<file path="config.mk">
export PLATFORM = sky130hd
export DESIGN_NAME = tx_packet_pacer_top_flat
export DESIGN_NICKNAME = d
export VERILOG_FILES = /design/src/hw/rtl/txpp_pkg.sv /design/src/hw/rtl/txpp_if.sv /design/src/hw/rtl/txpp_scaler.sv /design/src/hw/rtl/tx_packet_pacer_top.sv /design/src/flat_wrapper.sv
export SDC_FILE = /design/constraint.sdc
export NUM_CORES = 2
export LEC_CHECK = 0
export ABC_CLOCK_PERIOD_IN_PS = 9700
export BUFFER_PORTS_ARGS = -buffer_cell sky130_fd_sc_hd__buf_2
export CELL_PAD_IN_SITES_DETAIL_PLACEMENT = 2
export CELL_PAD_IN_SITES_GLOBAL_PLACEMENT = 2
export CORE_ASPECT_RATIO = 0.5
export CORE_MARGIN = 2
export CORE_UTILIZATION = 38
export DETAILED_ROUTE_END_ITERATION = 8
export GPL_TIMING_DRIVEN = 0
export PLACE_DENSITY = 0.86
export SYNTH_ARGS = -nofsm -noshare
export SYNTH_HDL_FRONTEND = slang
export SYNTH_HIERARCHICAL = 1
export SYNTH_SLANG_ARGS = --single-unit
</file>
<file path="constraint.sdc">
create_clock -name clk_i -period 9.7 [get_ports clk_i]
set_clock_uncertainty 0.2 [all_clocks]
set_input_delay 1.94 -clock clk_i [delete_from_list [all_inputs] [get_ports clk_i]]
set_output_delay 1.94 -clock clk_i [all_outputs]
set_load 0.01 [all_outputs]
</file>
<file path="src/hw/rtl/txpp_pkg.sv">
package txpp_pkg;

  // request codes
  localparam int unsigned REQ_W = 2;
  localparam logic [REQ_W-1:0] REQ_TICK  = 2'd0;
  localparam logic [REQ_W-1:0] REQ_START = 2'd1;
  localparam logic [REQ_W-1:0] REQ_STOP  = 2'd2;

  // event codes
  localparam logic EVT_PACKET = 1'b0;
  localparam logic EVT_FAULT  = 1'b1;

  // configuration register indexes
  localparam int unsigned CFG_IDX_W = 2;
  localparam int unsigned CFG_W     = 21;
  localparam logic [CFG_IDX_W-1:0] CFG_SAMPLE_RATE = 2'd0;
  localparam logic [CFG_IDX_W-1:0] CFG_SPP         = 2'd1;
  localparam logic [CFG_IDX_W-1:0] CFG_MAX_CATCHUP = 2'd2;

  // field widths
  localparam int unsigned RATE_W    = 21;
  localparam int unsigned SPP_W     = 11;
  localparam int unsigned MC_W      = 5;
  localparam int unsigned ELAPSED_W = 64;
  localparam int unsigned SEQ_W     = 32;
  localparam int unsigned CNT_W     = 64;

  // reset values of the configuration registers
  localparam logic [RATE_W-1:0] RATE_RST = 21'd192000;
  localparam logic [SPP_W-1:0]  SPP_RST  = 11'd240;
  localparam logic [MC_W-1:0]   MC_RST   = 5'd4;

  // longest catch-up burst
  localparam int unsigned MAX_BURST = 16;
  localparam int unsigned BURST_W   = $clog2(MAX_BURST + 1);

  // scaling datapath
  localparam int unsigned NS_W     = 30;
  localparam logic [NS_W-1:0] NS_PER_SEC = 30'd1_000_000_000;
  localparam int unsigned E_W      = ELAPSED_W - 1;
  localparam int unsigned PROD_W   = E_W + RATE_W;
  localparam int unsigned DIV_W    = NS_W + SPP_W;
  localparam int unsigned SCL_CNT_W = $clog2(PROD_W);

  typedef enum logic [1:0] {
    SCL_IDLE,
    SCL_MUL,
    SCL_DIV
  } scl_state_e;

  typedef enum logic [2:0] {
    ST_IDLE,
    ST_CALC,
    ST_CHECK,
    ST_DECIDE,
    ST_EXCESS,
    ST_DROP,
    ST_FAULT,
    ST_EMIT
  } pacer_state_e;

  // command to the scaling unit
  typedef struct packed {
    logic              start;
    logic [E_W-1:0]    elapsed;
    logic [RATE_W-1:0] rate;
    logic [DIV_W-1:0]  divisor;
  } scl_cmd_t;

  // answer from the scaling unit
  typedef struct packed {
    logic             done;
    logic [CNT_W-1:0] quotient;
  } scl_rsp_t;

endpackage

</file>
<file path="src/hw/rtl/txpp_if.sv">
interface txpp_req_if;
  logic                            valid;
  logic                            ready;
  logic [txpp_pkg::REQ_W-1:0]      req_type;
  logic signed [txpp_pkg::ELAPSED_W-1:0] elapsed_ns;

  modport source (output valid, output req_type, output elapsed_ns, input ready);
  modport sink (input valid, input req_type, input elapsed_ns, output ready);
endinterface

interface txpp_evt_if;
  logic                        valid;
  logic                        ready;
  logic                        event_kind;
  logic [txpp_pkg::SEQ_W-1:0]  sequence_number;
  logic [txpp_pkg::CNT_W-1:0]  dropped_total;
  logic                        last_of_run;

  modport source (output valid, output event_kind, output sequence_number,
                  output dropped_total, output last_of_run, input ready);
  modport sink (input valid, input event_kind, input sequence_number,
                input dropped_total, input last_of_run, output ready);
endinterface

</file>
<file path="src/hw/rtl/txpp_scaler.sv">
module txpp_scaler (
  input  logic               clk_i,
  input  logic               rst_ni,
  input  txpp_pkg::scl_cmd_t cmd_i,
  output txpp_pkg::scl_rsp_t rsp_o
);
  import txpp_pkg::*;

  scl_state_e             state_q, state_d;
  logic [SCL_CNT_W-1:0]   cnt_q, cnt_d;
  logic                   done_q, done_d;
  logic [E_W-1:0]         elapsed_q, elapsed_d;
  logic [RATE_W-1:0]      rate_q, rate_d;
  logic [DIV_W-1:0]       div_q, div_d;
  logic [PROD_W-1:0]      prod_q, prod_d;
  logic [DIV_W-1:0]       rem_q, rem_d;
  logic [CNT_W-1:0]       quo_q, quo_d;
  logic [DIV_W:0]         rem_sh;
  logic [DIV_W:0]         rem_diff;

  // control registers
  always_ff @(posedge clk_i or negedge rst_ni) begin
    if (!rst_ni) begin
      state_q <= SCL_IDLE;
      cnt_q   <= '0;
      done_q  <= 1'b0;
    end else begin
      state_q <= state_d;
      cnt_q   <= cnt_d;
      done_q  <= done_d;
    end
  end

  // datapath registers
  always_ff @(posedge clk_i) begin
    elapsed_q <= elapsed_d;
    rate_q    <= rate_d;
    div_q     <= div_d;
    prod_q    <= prod_d;
    rem_q     <= rem_d;
    quo_q     <= quo_d;
  end

  // one rate bit per cycle into the product, then one quotient bit per cycle
  always_comb begin
    state_d   = state_q;
    cnt_d     = cnt_q;
    done_d    = 1'b0;
    elapsed_d = elapsed_q;
    rate_d    = rate_q;
    div_d     = div_q;
    prod_d    = prod_q;
    rem_d     = rem_q;
    quo_d     = quo_q;
    rem_sh    = {rem_q, prod_q[PROD_W-1]};
    rem_diff  = rem_sh - {1'b0, div_q};
    case (state_q)
      SCL_IDLE: begin
        if (cmd_i.start) begin
          elapsed_d = cmd_i.elapsed;
          rate_d    = cmd_i.rate;
          div_d     = cmd_i.divisor;
          prod_d    = '0;
          rem_d     = '0;
          quo_d     = '0;
          cnt_d     = SCL_CNT_W'(RATE_W - 1);
          state_d   = SCL_MUL;
        end
      end
      SCL_MUL: begin
        prod_d = {prod_q[PROD_W-2:0], 1'b0}
               + (rate_q[RATE_W-1] ? PROD_W'(elapsed_q) : '0);
        rate_d = {rate_q[RATE_W-2:0], 1'b0};
        if (cnt_q == '0) begin
          cnt_d   = SCL_CNT_W'(PROD_W - 1);
          state_d = SCL_DIV;
        end else begin
          cnt_d = cnt_q - 1'b1;
        end
      end
      SCL_DIV: begin
        prod_d = {prod_q[PROD_W-2:0], 1'b0};
        if (rem_sh >= {1'b0, div_q}) begin
          rem_d = rem_diff[DIV_W-1:0];
          quo_d = {quo_q[CNT_W-2:0], 1'b1};
        end else begin
          rem_d = rem_sh[DIV_W-1:0];
          quo_d = {quo_q[CNT_W-2:0], 1'b0};
        end
        if (cnt_q == '0) begin
          done_d  = 1'b1;
          state_d = SCL_IDLE;
        end else begin
          cnt_d = cnt_q - 1'b1;
        end
      end
      default: begin
        state_d = SCL_IDLE;
      end
    endcase
  end

  assign rsp_o.done     = done_q;
  assign rsp_o.quotient = quo_q;

endmodule

</file>
<file path="src/hw/rtl/tx_packet_pacer_top.sv">
// Transmit packet pacer. A start request clears the sequence, scheduled and
// dropped counters, starts the pacer and sends packet 0; a tick request
// carries the nanoseconds elapsed since start and releases one packet event
// for every packet that is due by then, the last one flagged with
// last_of_run. If more packets are due than max_catchup (at most 16), the
// excess is added to the dropped count, one fault event is sent and the
// pacer stops. A stop request, a tick while stopped and a tick with negative
// time produce nothing. One request is handled at a time: a start or a
// running tick runs a bit-serial multiply and then a bit-serial divide in the
// scaling unit, plus decision steps, then releases its events one per cycle
// while the consumer keeps up; a stop or ignored request is handled in the
// idle state. The configuration registers (0 sample_rate,
// 1 samples_per_packet, 2 max_catchup) are to be written through cfg_we_i only
// while no request is in progress; the block itself does not enforce this.
module tx_packet_pacer_top (
  input  logic                             clk_i,
  input  logic                             rst_ni,
  input  logic                             cfg_we_i,
  input  logic [txpp_pkg::CFG_IDX_W-1:0]   cfg_idx_i,
  input  logic [txpp_pkg::CFG_W-1:0]       cfg_data_i,
  txpp_req_if.sink                         req_i,
  txpp_evt_if.source                       evt_o
);
  import txpp_pkg::*;

  pacer_state_e        state_q, state_d;
  logic                running_q, running_d;
  logic [SEQ_W-1:0]    seq_q, seq_d;
  logic [CNT_W-1:0]    sched_q, sched_d;
  logic [CNT_W-1:0]    dropped_q, dropped_d;
  logic [CNT_W-1:0]    target_q, target_d;
  logic [CNT_W-1:0]    due_q, due_d;
  logic [BURST_W-1:0]  left_q, left_d;

  logic [RATE_W-1:0]   rate_q;
  logic [SPP_W-1:0]    spp_q;
  logic [MC_W-1:0]     mc_q;

  logic                out_valid_q, out_valid_d;
  logic                out_kind_q, out_kind_d;
  logic [SEQ_W-1:0]    out_seq_q, out_seq_d;
  logic [CNT_W-1:0]    out_drop_q, out_drop_d;
  logic                out_last_q, out_last_d;
  logic                out_load;

  scl_cmd_t            scl_cmd;
  scl_rsp_t            scl_rsp;
  logic [SPP_W-1:0]    spp_eff;
  logic [BURST_W-1:0]  cap;
  logic [CNT_W:0]      diff;
  logic                slot_free;
  logic                req_fire;

  // configuration registers
  always_ff @(posedge clk_i or negedge rst_ni) begin
    if (!rst_ni) begin
      rate_q <= RATE_RST;
      spp_q  <= SPP_RST;
      mc_q   <= MC_RST;
    end else if (cfg_we_i) begin
      case (cfg_idx_i)
        CFG_SAMPLE_RATE: rate_q <= cfg_data_i[RATE_W-1:0];
        CFG_SPP:         spp_q  <= cfg_data_i[SPP_W-1:0];
        CFG_MAX_CATCHUP: mc_q   <= cfg_data_i[MC_W-1:0];
        default: ;
      endcase
    end
  end

  // control state
  always_ff @(posedge clk_i or negedge rst_ni) begin
    if (!rst_ni) begin
      state_q     <= ST_IDLE;
      running_q   <= 1'b0;
      seq_q       <= '0;
      sched_q     <= '0;
      dropped_q   <= '0;
      left_q      <= '0;
      out_valid_q <= 1'b0;
    end else begin
      state_q     <= state_d;
      running_q   <= running_d;
      seq_q       <= seq_d;
      sched_q     <= sched_d;
      dropped_q   <= dropped_d;
      left_q      <= left_d;
      out_valid_q <= out_valid_d;
    end
  end

  // payload registers
  always_ff @(posedge clk_i) begin
    target_q   <= target_d;
    due_q      <= due_d;
    out_kind_q <= out_kind_d;
    out_seq_q  <= out_seq_d;
    out_drop_q <= out_drop_d;
    out_last_q <= out_last_d;
  end

  // effective packet size and burst limit
  always_comb begin
    spp_eff = (spp_q == '0) ? SPP_W'(1) : spp_q;
    if (32'(mc_q) > MAX_BURST) begin
      cap = BURST_W'(MAX_BURST);
    end else begin
      cap = BURST_W'(mc_q);
    end
  end

  assign req_i.ready = (state_q == ST_IDLE);
  assign req_fire    = req_i.valid && req_i.ready;
  assign slot_free   = !out_valid_q || evt_o.ready;
  assign diff        = {1'b0, target_q} - {1'b0, sched_q};

  // sequencer: start scaling, check the target, then emit packet events or one fault event
  always_comb begin
    state_d    = state_q;
    running_d  = running_q;
    seq_d      = seq_q;
    sched_d    = sched_q;
    dropped_d  = dropped_q;
    target_d   = target_q;
    due_d      = due_q;
    left_d     = left_q;
    out_load   = 1'b0;
    out_kind_d = out_kind_q;
    out_seq_d  = out_seq_q;
    out_drop_d = out_drop_q;
    out_last_d = out_last_q;

    scl_cmd.start   = 1'b0;
    scl_cmd.elapsed = req_i.elapsed_ns[E_W-1:0];
    scl_cmd.rate    = rate_q;
    scl_cmd.divisor = DIV_W'(NS_PER_SEC) * DIV_W'(spp_eff);

    case (state_q)
      ST_IDLE: begin
        if (req_fire) begin
          case (req_i.req_type)
            REQ_TICK: begin
              if (running_q && !req_i.elapsed_ns[ELAPSED_W-1]) begin
                scl_cmd.start = 1'b1;
                state_d       = ST_CALC;
              end
            end
            REQ_START: begin
              running_d       = 1'b1;
              seq_d           = '0;
              sched_d         = '0;
              dropped_d       = '0;
              scl_cmd.elapsed = '0;
              scl_cmd.start   = 1'b1;
              state_d         = ST_CALC;
            end
            REQ_STOP: begin
              running_d = 1'b0;
            end
            default: ;
          endcase
        end
      end
      ST_CALC: begin
        if (scl_rsp.done) begin
          target_d = scl_rsp.quotient + 1'b1;
          state_d  = ST_CHECK;
        end
      end
      ST_CHECK: begin
        // nothing due unless the target lies ahead of the schedule
        if (diff[CNT_W] || diff[CNT_W-1:0] == '0) begin
          state_d = ST_IDLE;
        end else begin
          due_d   = diff[CNT_W-1:0];
          state_d = ST_DECIDE;
        end
      end
      ST_DECIDE: begin
        if (due_q > CNT_W'(cap)) begin
          state_d = ST_EXCESS;
        end else begin
          left_d  = due_q[BURST_W-1:0];
          state_d = ST_EMIT;
        end
      end
      ST_EXCESS: begin
        due_d   = due_q - CNT_W'(cap);
        state_d = ST_DROP;
      end
      ST_DROP: begin
        dropped_d = dropped_q + due_q;
        running_d = 1'b0;
        state_d   = ST_FAULT;
      end
      ST_FAULT: begin
        if (slot_free) begin
          out_load   = 1'b1;
          out_kind_d = EVT_FAULT;
          out_seq_d  = seq_q;
          out_drop_d = dropped_q;
          out_last_d = 1'b1;
          state_d    = ST_IDLE;
        end
      end
      ST_EMIT: begin
        if (slot_free) begin
          out_load   = 1'b1;
          out_kind_d = EVT_PACKET;
          out_seq_d  = seq_q;
          out_drop_d = dropped_q;
          out_last_d = (left_q == BURST_W'(1));
          seq_d      = seq_q + 1'b1;
          sched_d    = sched_q + 1'b1;
          left_d     = left_q - 1'b1;
          if (left_q == BURST_W'(1)) begin
            state_d = ST_IDLE;
          end
        end
      end
      default: begin
        state_d = ST_IDLE;
      end
    endcase

    // output register holds one transaction until taken
    if (out_load) begin
      out_valid_d = 1'b1;
    end else if (evt_o.ready) begin
      out_valid_d = 1'b0;
    end else begin
      out_valid_d = out_valid_q;
    end
  end

  txpp_scaler u_scaler (
    .clk_i  (clk_i),
    .rst_ni (rst_ni),
    .cmd_i  (scl_cmd),
    .rsp_o  (scl_rsp)
  );

  assign evt_o.valid           = out_valid_q;
  assign evt_o.event_kind      = out_kind_q;
  assign evt_o.sequence_number = out_seq_q;
  assign evt_o.dropped_total   = out_drop_q;
  assign evt_o.last_of_run     = out_last_q;

endmodule
</file>
<file path="src/flat_wrapper.sv">
// flat-port wrapper written by rule: the top's interface ports become plain ports
module tx_packet_pacer_top_flat import txpp_pkg::*;
  (clk_i, rst_ni, cfg_we_i, cfg_idx_i, cfg_data_i, req_i_valid, req_i_req_type, req_i_elapsed_ns, req_i_ready, evt_o_valid, evt_o_event_kind, evt_o_sequence_number, evt_o_dropped_total, evt_o_last_of_run, evt_o_ready);
  txpp_req_if req_i_i ();
  txpp_evt_if evt_o_i ();
  input  logic clk_i;
  input  logic rst_ni;
  input  logic cfg_we_i;
  input  logic [txpp_pkg::CFG_IDX_W-1:0] cfg_idx_i;
  input  logic [txpp_pkg::CFG_W-1:0] cfg_data_i;
  input wire logic [$bits(req_i_i.valid)-1:0] req_i_valid;
  input wire logic [$bits(req_i_i.req_type)-1:0] req_i_req_type;
  input wire logic [$bits(req_i_i.elapsed_ns)-1:0] req_i_elapsed_ns;
  output wire logic [$bits(req_i_i.ready)-1:0] req_i_ready;
  output wire logic [$bits(evt_o_i.valid)-1:0] evt_o_valid;
  output wire logic [$bits(evt_o_i.event_kind)-1:0] evt_o_event_kind;
  output wire logic [$bits(evt_o_i.sequence_number)-1:0] evt_o_sequence_number;
  output wire logic [$bits(evt_o_i.dropped_total)-1:0] evt_o_dropped_total;
  output wire logic [$bits(evt_o_i.last_of_run)-1:0] evt_o_last_of_run;
  input wire logic [$bits(evt_o_i.ready)-1:0] evt_o_ready;
  assign req_i_i.valid = req_i_valid;
  assign req_i_i.req_type = req_i_req_type;
  assign req_i_i.elapsed_ns = req_i_elapsed_ns;
  assign req_i_ready = req_i_i.ready;
  assign evt_o_valid = evt_o_i.valid;
  assign evt_o_event_kind = evt_o_i.event_kind;
  assign evt_o_sequence_number = evt_o_i.sequence_number;
  assign evt_o_dropped_total = evt_o_i.dropped_total;
  assign evt_o_last_of_run = evt_o_i.last_of_run;
  assign evt_o_i.ready = evt_o_ready;
  tx_packet_pacer_top u_core (.clk_i(clk_i), .rst_ni(rst_ni), .cfg_we_i(cfg_we_i), .cfg_idx_i(cfg_idx_i), .cfg_data_i(cfg_data_i), .req_i(req_i_i), .evt_o(evt_o_i));
endmodule
</file>
==> results.cfg <==
[timing]
final.setup.tns_ns = 0
relSlewSlack_pct = 15.74
worstMarginPinSlew_ns = 1.264
rsz0062_at_grt = no
drv_slew = 0
setup_viol = 0
hold_violations = 0
period_minus_slack_ns = 8.038
whs_ns = 0.2884
min_period_over_period_pct = 82.87
fmaxAchievable_mhz = 124.4

[grt]
grt_pass1_wl_um = 279800
grt_pass1_vias = 46200
globalRouteTotalUtil_pct = 26.09
gr-total-overflow = 0
grt_max_degree = 85
antenna_found_initial = 4

[synth]
synth_seq_cells = 757
yosysTopAreaCell = edfxtp_1
yosys.cell_types.count = 108
synth-main-ff-cell = edfxtp_1
synth_top_family_by_area = simple AND/OR/NAND/NOR gates
synthArstFlopShare_pct = 28.67
ys_seq_area_share_pct = 42.99
synth_fa_ha_area_share_pct = 11.76
synthXorXnorAreaFrac_pct = 7.301
yosys.area_share.simple_pct = 16.58
synth_edf_count = 540
synth.top_cell.area_share_pct = 32.18
synth_cells = 5063
muxShareOfSynthArea_pct = 1.455
synth_compound_area_share_pct = 15.66
yosysMostFrequentCell = edfxtp_1
synth_common_cells = 540 x edfxtp_1, 442 x nand2_1, 348 x inv_1
syn_area_um2 = 50380
ys.warnings.count = 6
synth_area_leaders = edfxtp_1 32%, dfrtp_1 10%, ha_1 8.4%, xnor2_1 4.5%, fa_1 3.3%
syn_avg_cell_area_um2 = 9.952

[routing]
route.detailed.drc = 0
viasPerCell = 5.751
wl_per_cell_um = 24.93
drt_iter0_markers = 2599
antenna_left = 0
via_count = 41410
first_pass_iters = 5
wl_um = 179500
dr_wl_met3_um = 6955
top_layer = met4
dr_wl_met2_um = 89930
met1_length_um = 77810

[cts]
cts_buffer_depth = 3
ctsResizeCount = 0
tritoncts = built
clk_pin_slew_worst_paths_ns = 0.07
post_cts_buffers = 0
numClockSinks = 757
ctsHoldBuffers = 0
clock_latency_ns = 0.70
root_buffer = clkbuf_16
cts_inserted_buffers = 78
h-tree-depth = 3

[finish]
syn2layout_area_growth_pct = 12.09
finalInstanceArea_um2 = 56480
final_net_count = 5878
fillers = 13960
drive_above_1_share_pct = 9.200

[outcome]
status = finished, final reports clean

[setup_path]
cp_slowest_stage_delay_ns = 0.57
crit_fanout = 10
cp.arrival_ns = 8.30
cp_common_cell = a21o_1
endpoint_kind = flop
path_class = flop to flop
cp.required_ns = 9.97
critPathSlowestCell = fa_1
critPathLaunchType = flop

[power]
p_total_w = 0.02271
vdd_drop_max_mv = 0.4454
p_leak_nw = 23.07
cellPowerDensity_nw_per_um2 = 402.1

[floorplan]
start_util_pct = 38.32
die_area_um2 = 135700
fp.dieH_um = 261.5
rows = 94
die_w_um = 519.0
core_area_um2 = 131500
io_pins = 194

[min_path]
min_path_type = flop to flop

[place]
place_area_um2 = 53990
routabilityCongestion = 0.8865
dpl.hpwl_um = 133300
port_buffers = 193

[flow_run]
drv_cap = 0
[critical path: cells and delay by family, from the launching register on]
kind,cells,cell delay (ns)
xor+xnor,1,0.22
buf+inv,5,0.58
flops,1,0.40
compound gates,11,2.25
fa+ha+maj,6,2.91
simple gates,4,1.26
[sequential cells by signal, indices dropped and copies added (netlist names), 2 cells and up]
signal / cells
u_core/u_scaler/state_q: 2
u_core/u_scaler/cnt_q: 7
u_core/spp_q: 11
u_core/u_scaler/prod_q: 84
u_core/due_q: 64
u_core/dropped_q: 64
u_core/rate_q: 21
u_core/sched_q: 64
u_core/u_scaler/quo_q: 64
u_core/evt_o.dropped_total: 64
u_core/evt_o.sequence_number: 32
u_core/u_scaler/elapsed_q: 63
u_core/u_scaler/rem_q: 41
u_core/u_scaler/rate_q: 21
u_core/seq_q: 32
u_core/left_q: 5
u_core/state_q: 3
u_core/mc_q: 5
u_core/target_q: 64
u_core/u_scaler/div_q: 41
[cells by family after synthesis]
group                    after synthesis
AO/OA/AOI/OAI                       1207
XOR/XNOR                             420
adder cells (fa/ha/maj)              423
buffers and inverters                546
flip-flops                           757
multiplexers                          66
other                                  1
AND/OR/NAND/NOR                     1643
[path summary, 6_finish.rpt]
path	startpoint	endpoint	slack, ns	cells after the start
worst max-delay path	u_core/spp_q[10]	u_core/u_scaler/div_q[40]	1.66	27
worst min-delay path	u_core/seq_q[11]	u_core/evt_o.sequence_number[11]	0.29	0
worst max register to register	u_core/spp_q[10]	u_core/u_scaler/div_q[40]	1.66	27
worst min register to register	u_core/seq_q[11]	u_core/evt_o.sequence_number[11]	0.29	0
max in group asynchronous	rst_ni	u_core/sched_q[52]	7.01	3
min in group asynchronous	rst_ni	u_core/spp_q[0]	0.99	1
[placed cells by master (no fill, tap or decap), drive strengths merged, types with 27 or more instances in the layout]
cell	instances
a211oi	39
a21o	144
a21oi	326
a22o	60
a22oi	27
a31oi	36
and2	157
and3	77
buf	241
clkbuf	269
clkinv	29
dfrtp	205
edfxtp	540
fa	84
ha	339
inv	353
mux2	58
nand2	442
nand2b	55
nand3	131
nand4	97
nor2	319
nor2b	129
nor3	77
nor4	48
o21a	35
o21ai	282
o21bai	47
or3	34
xnor2	258
xor2	162
[report_power, final]
part	switching [W]	internal (W)	total, W
combinational	0.00855	0.00523	0.0138
clock	0.00145	0.00165	0.00309
sequential	0.000819	0.00502	0.00584
total	0.0108	0.0119	0.0227
[final cells by class]
type                            instances  area [um^2]  share of cell area [%]
Buffer                                196        828.3                   1.467
Sequential cell                       757        21660                   38.35
Antenna cell                            1        2.502                0.004431
Inverter                              350         1319                   2.335
Timing Repair Buffer                  210         1300                   2.302
Clock buffer                          105         2135                   3.780
Multi-Input combinational cell       3768        26660                   47.21
Tap cell                             1776         2222                   3.935
Clock inverter                         38        349.1                  0.6181
[metrics by stage]
stage	utilization [%]	cells	setup WS (ns)
after global routing	42.95	7201	1.332
after CTS	42.95	7200	1.773
after global placement	40.77	7040	-3.635
after floorplan	-	5071	0.3318
after detailed placement	41.06	7057	1.862
final	42.95	7201	1.662
[layer usage]
| layer | up-vias | GRT usage (%) |
|---|---|---|
| li1 | 18770 | - |
| met1 | 21420 | 33.15 |
| met2 | 934 | 46.86 |
| met3 | 286 | 3.141 |
| met4 | 0 | 7.367 |
| met5 | - | 0 |
No activity file was read; power rests on OpenSTA's default activity.
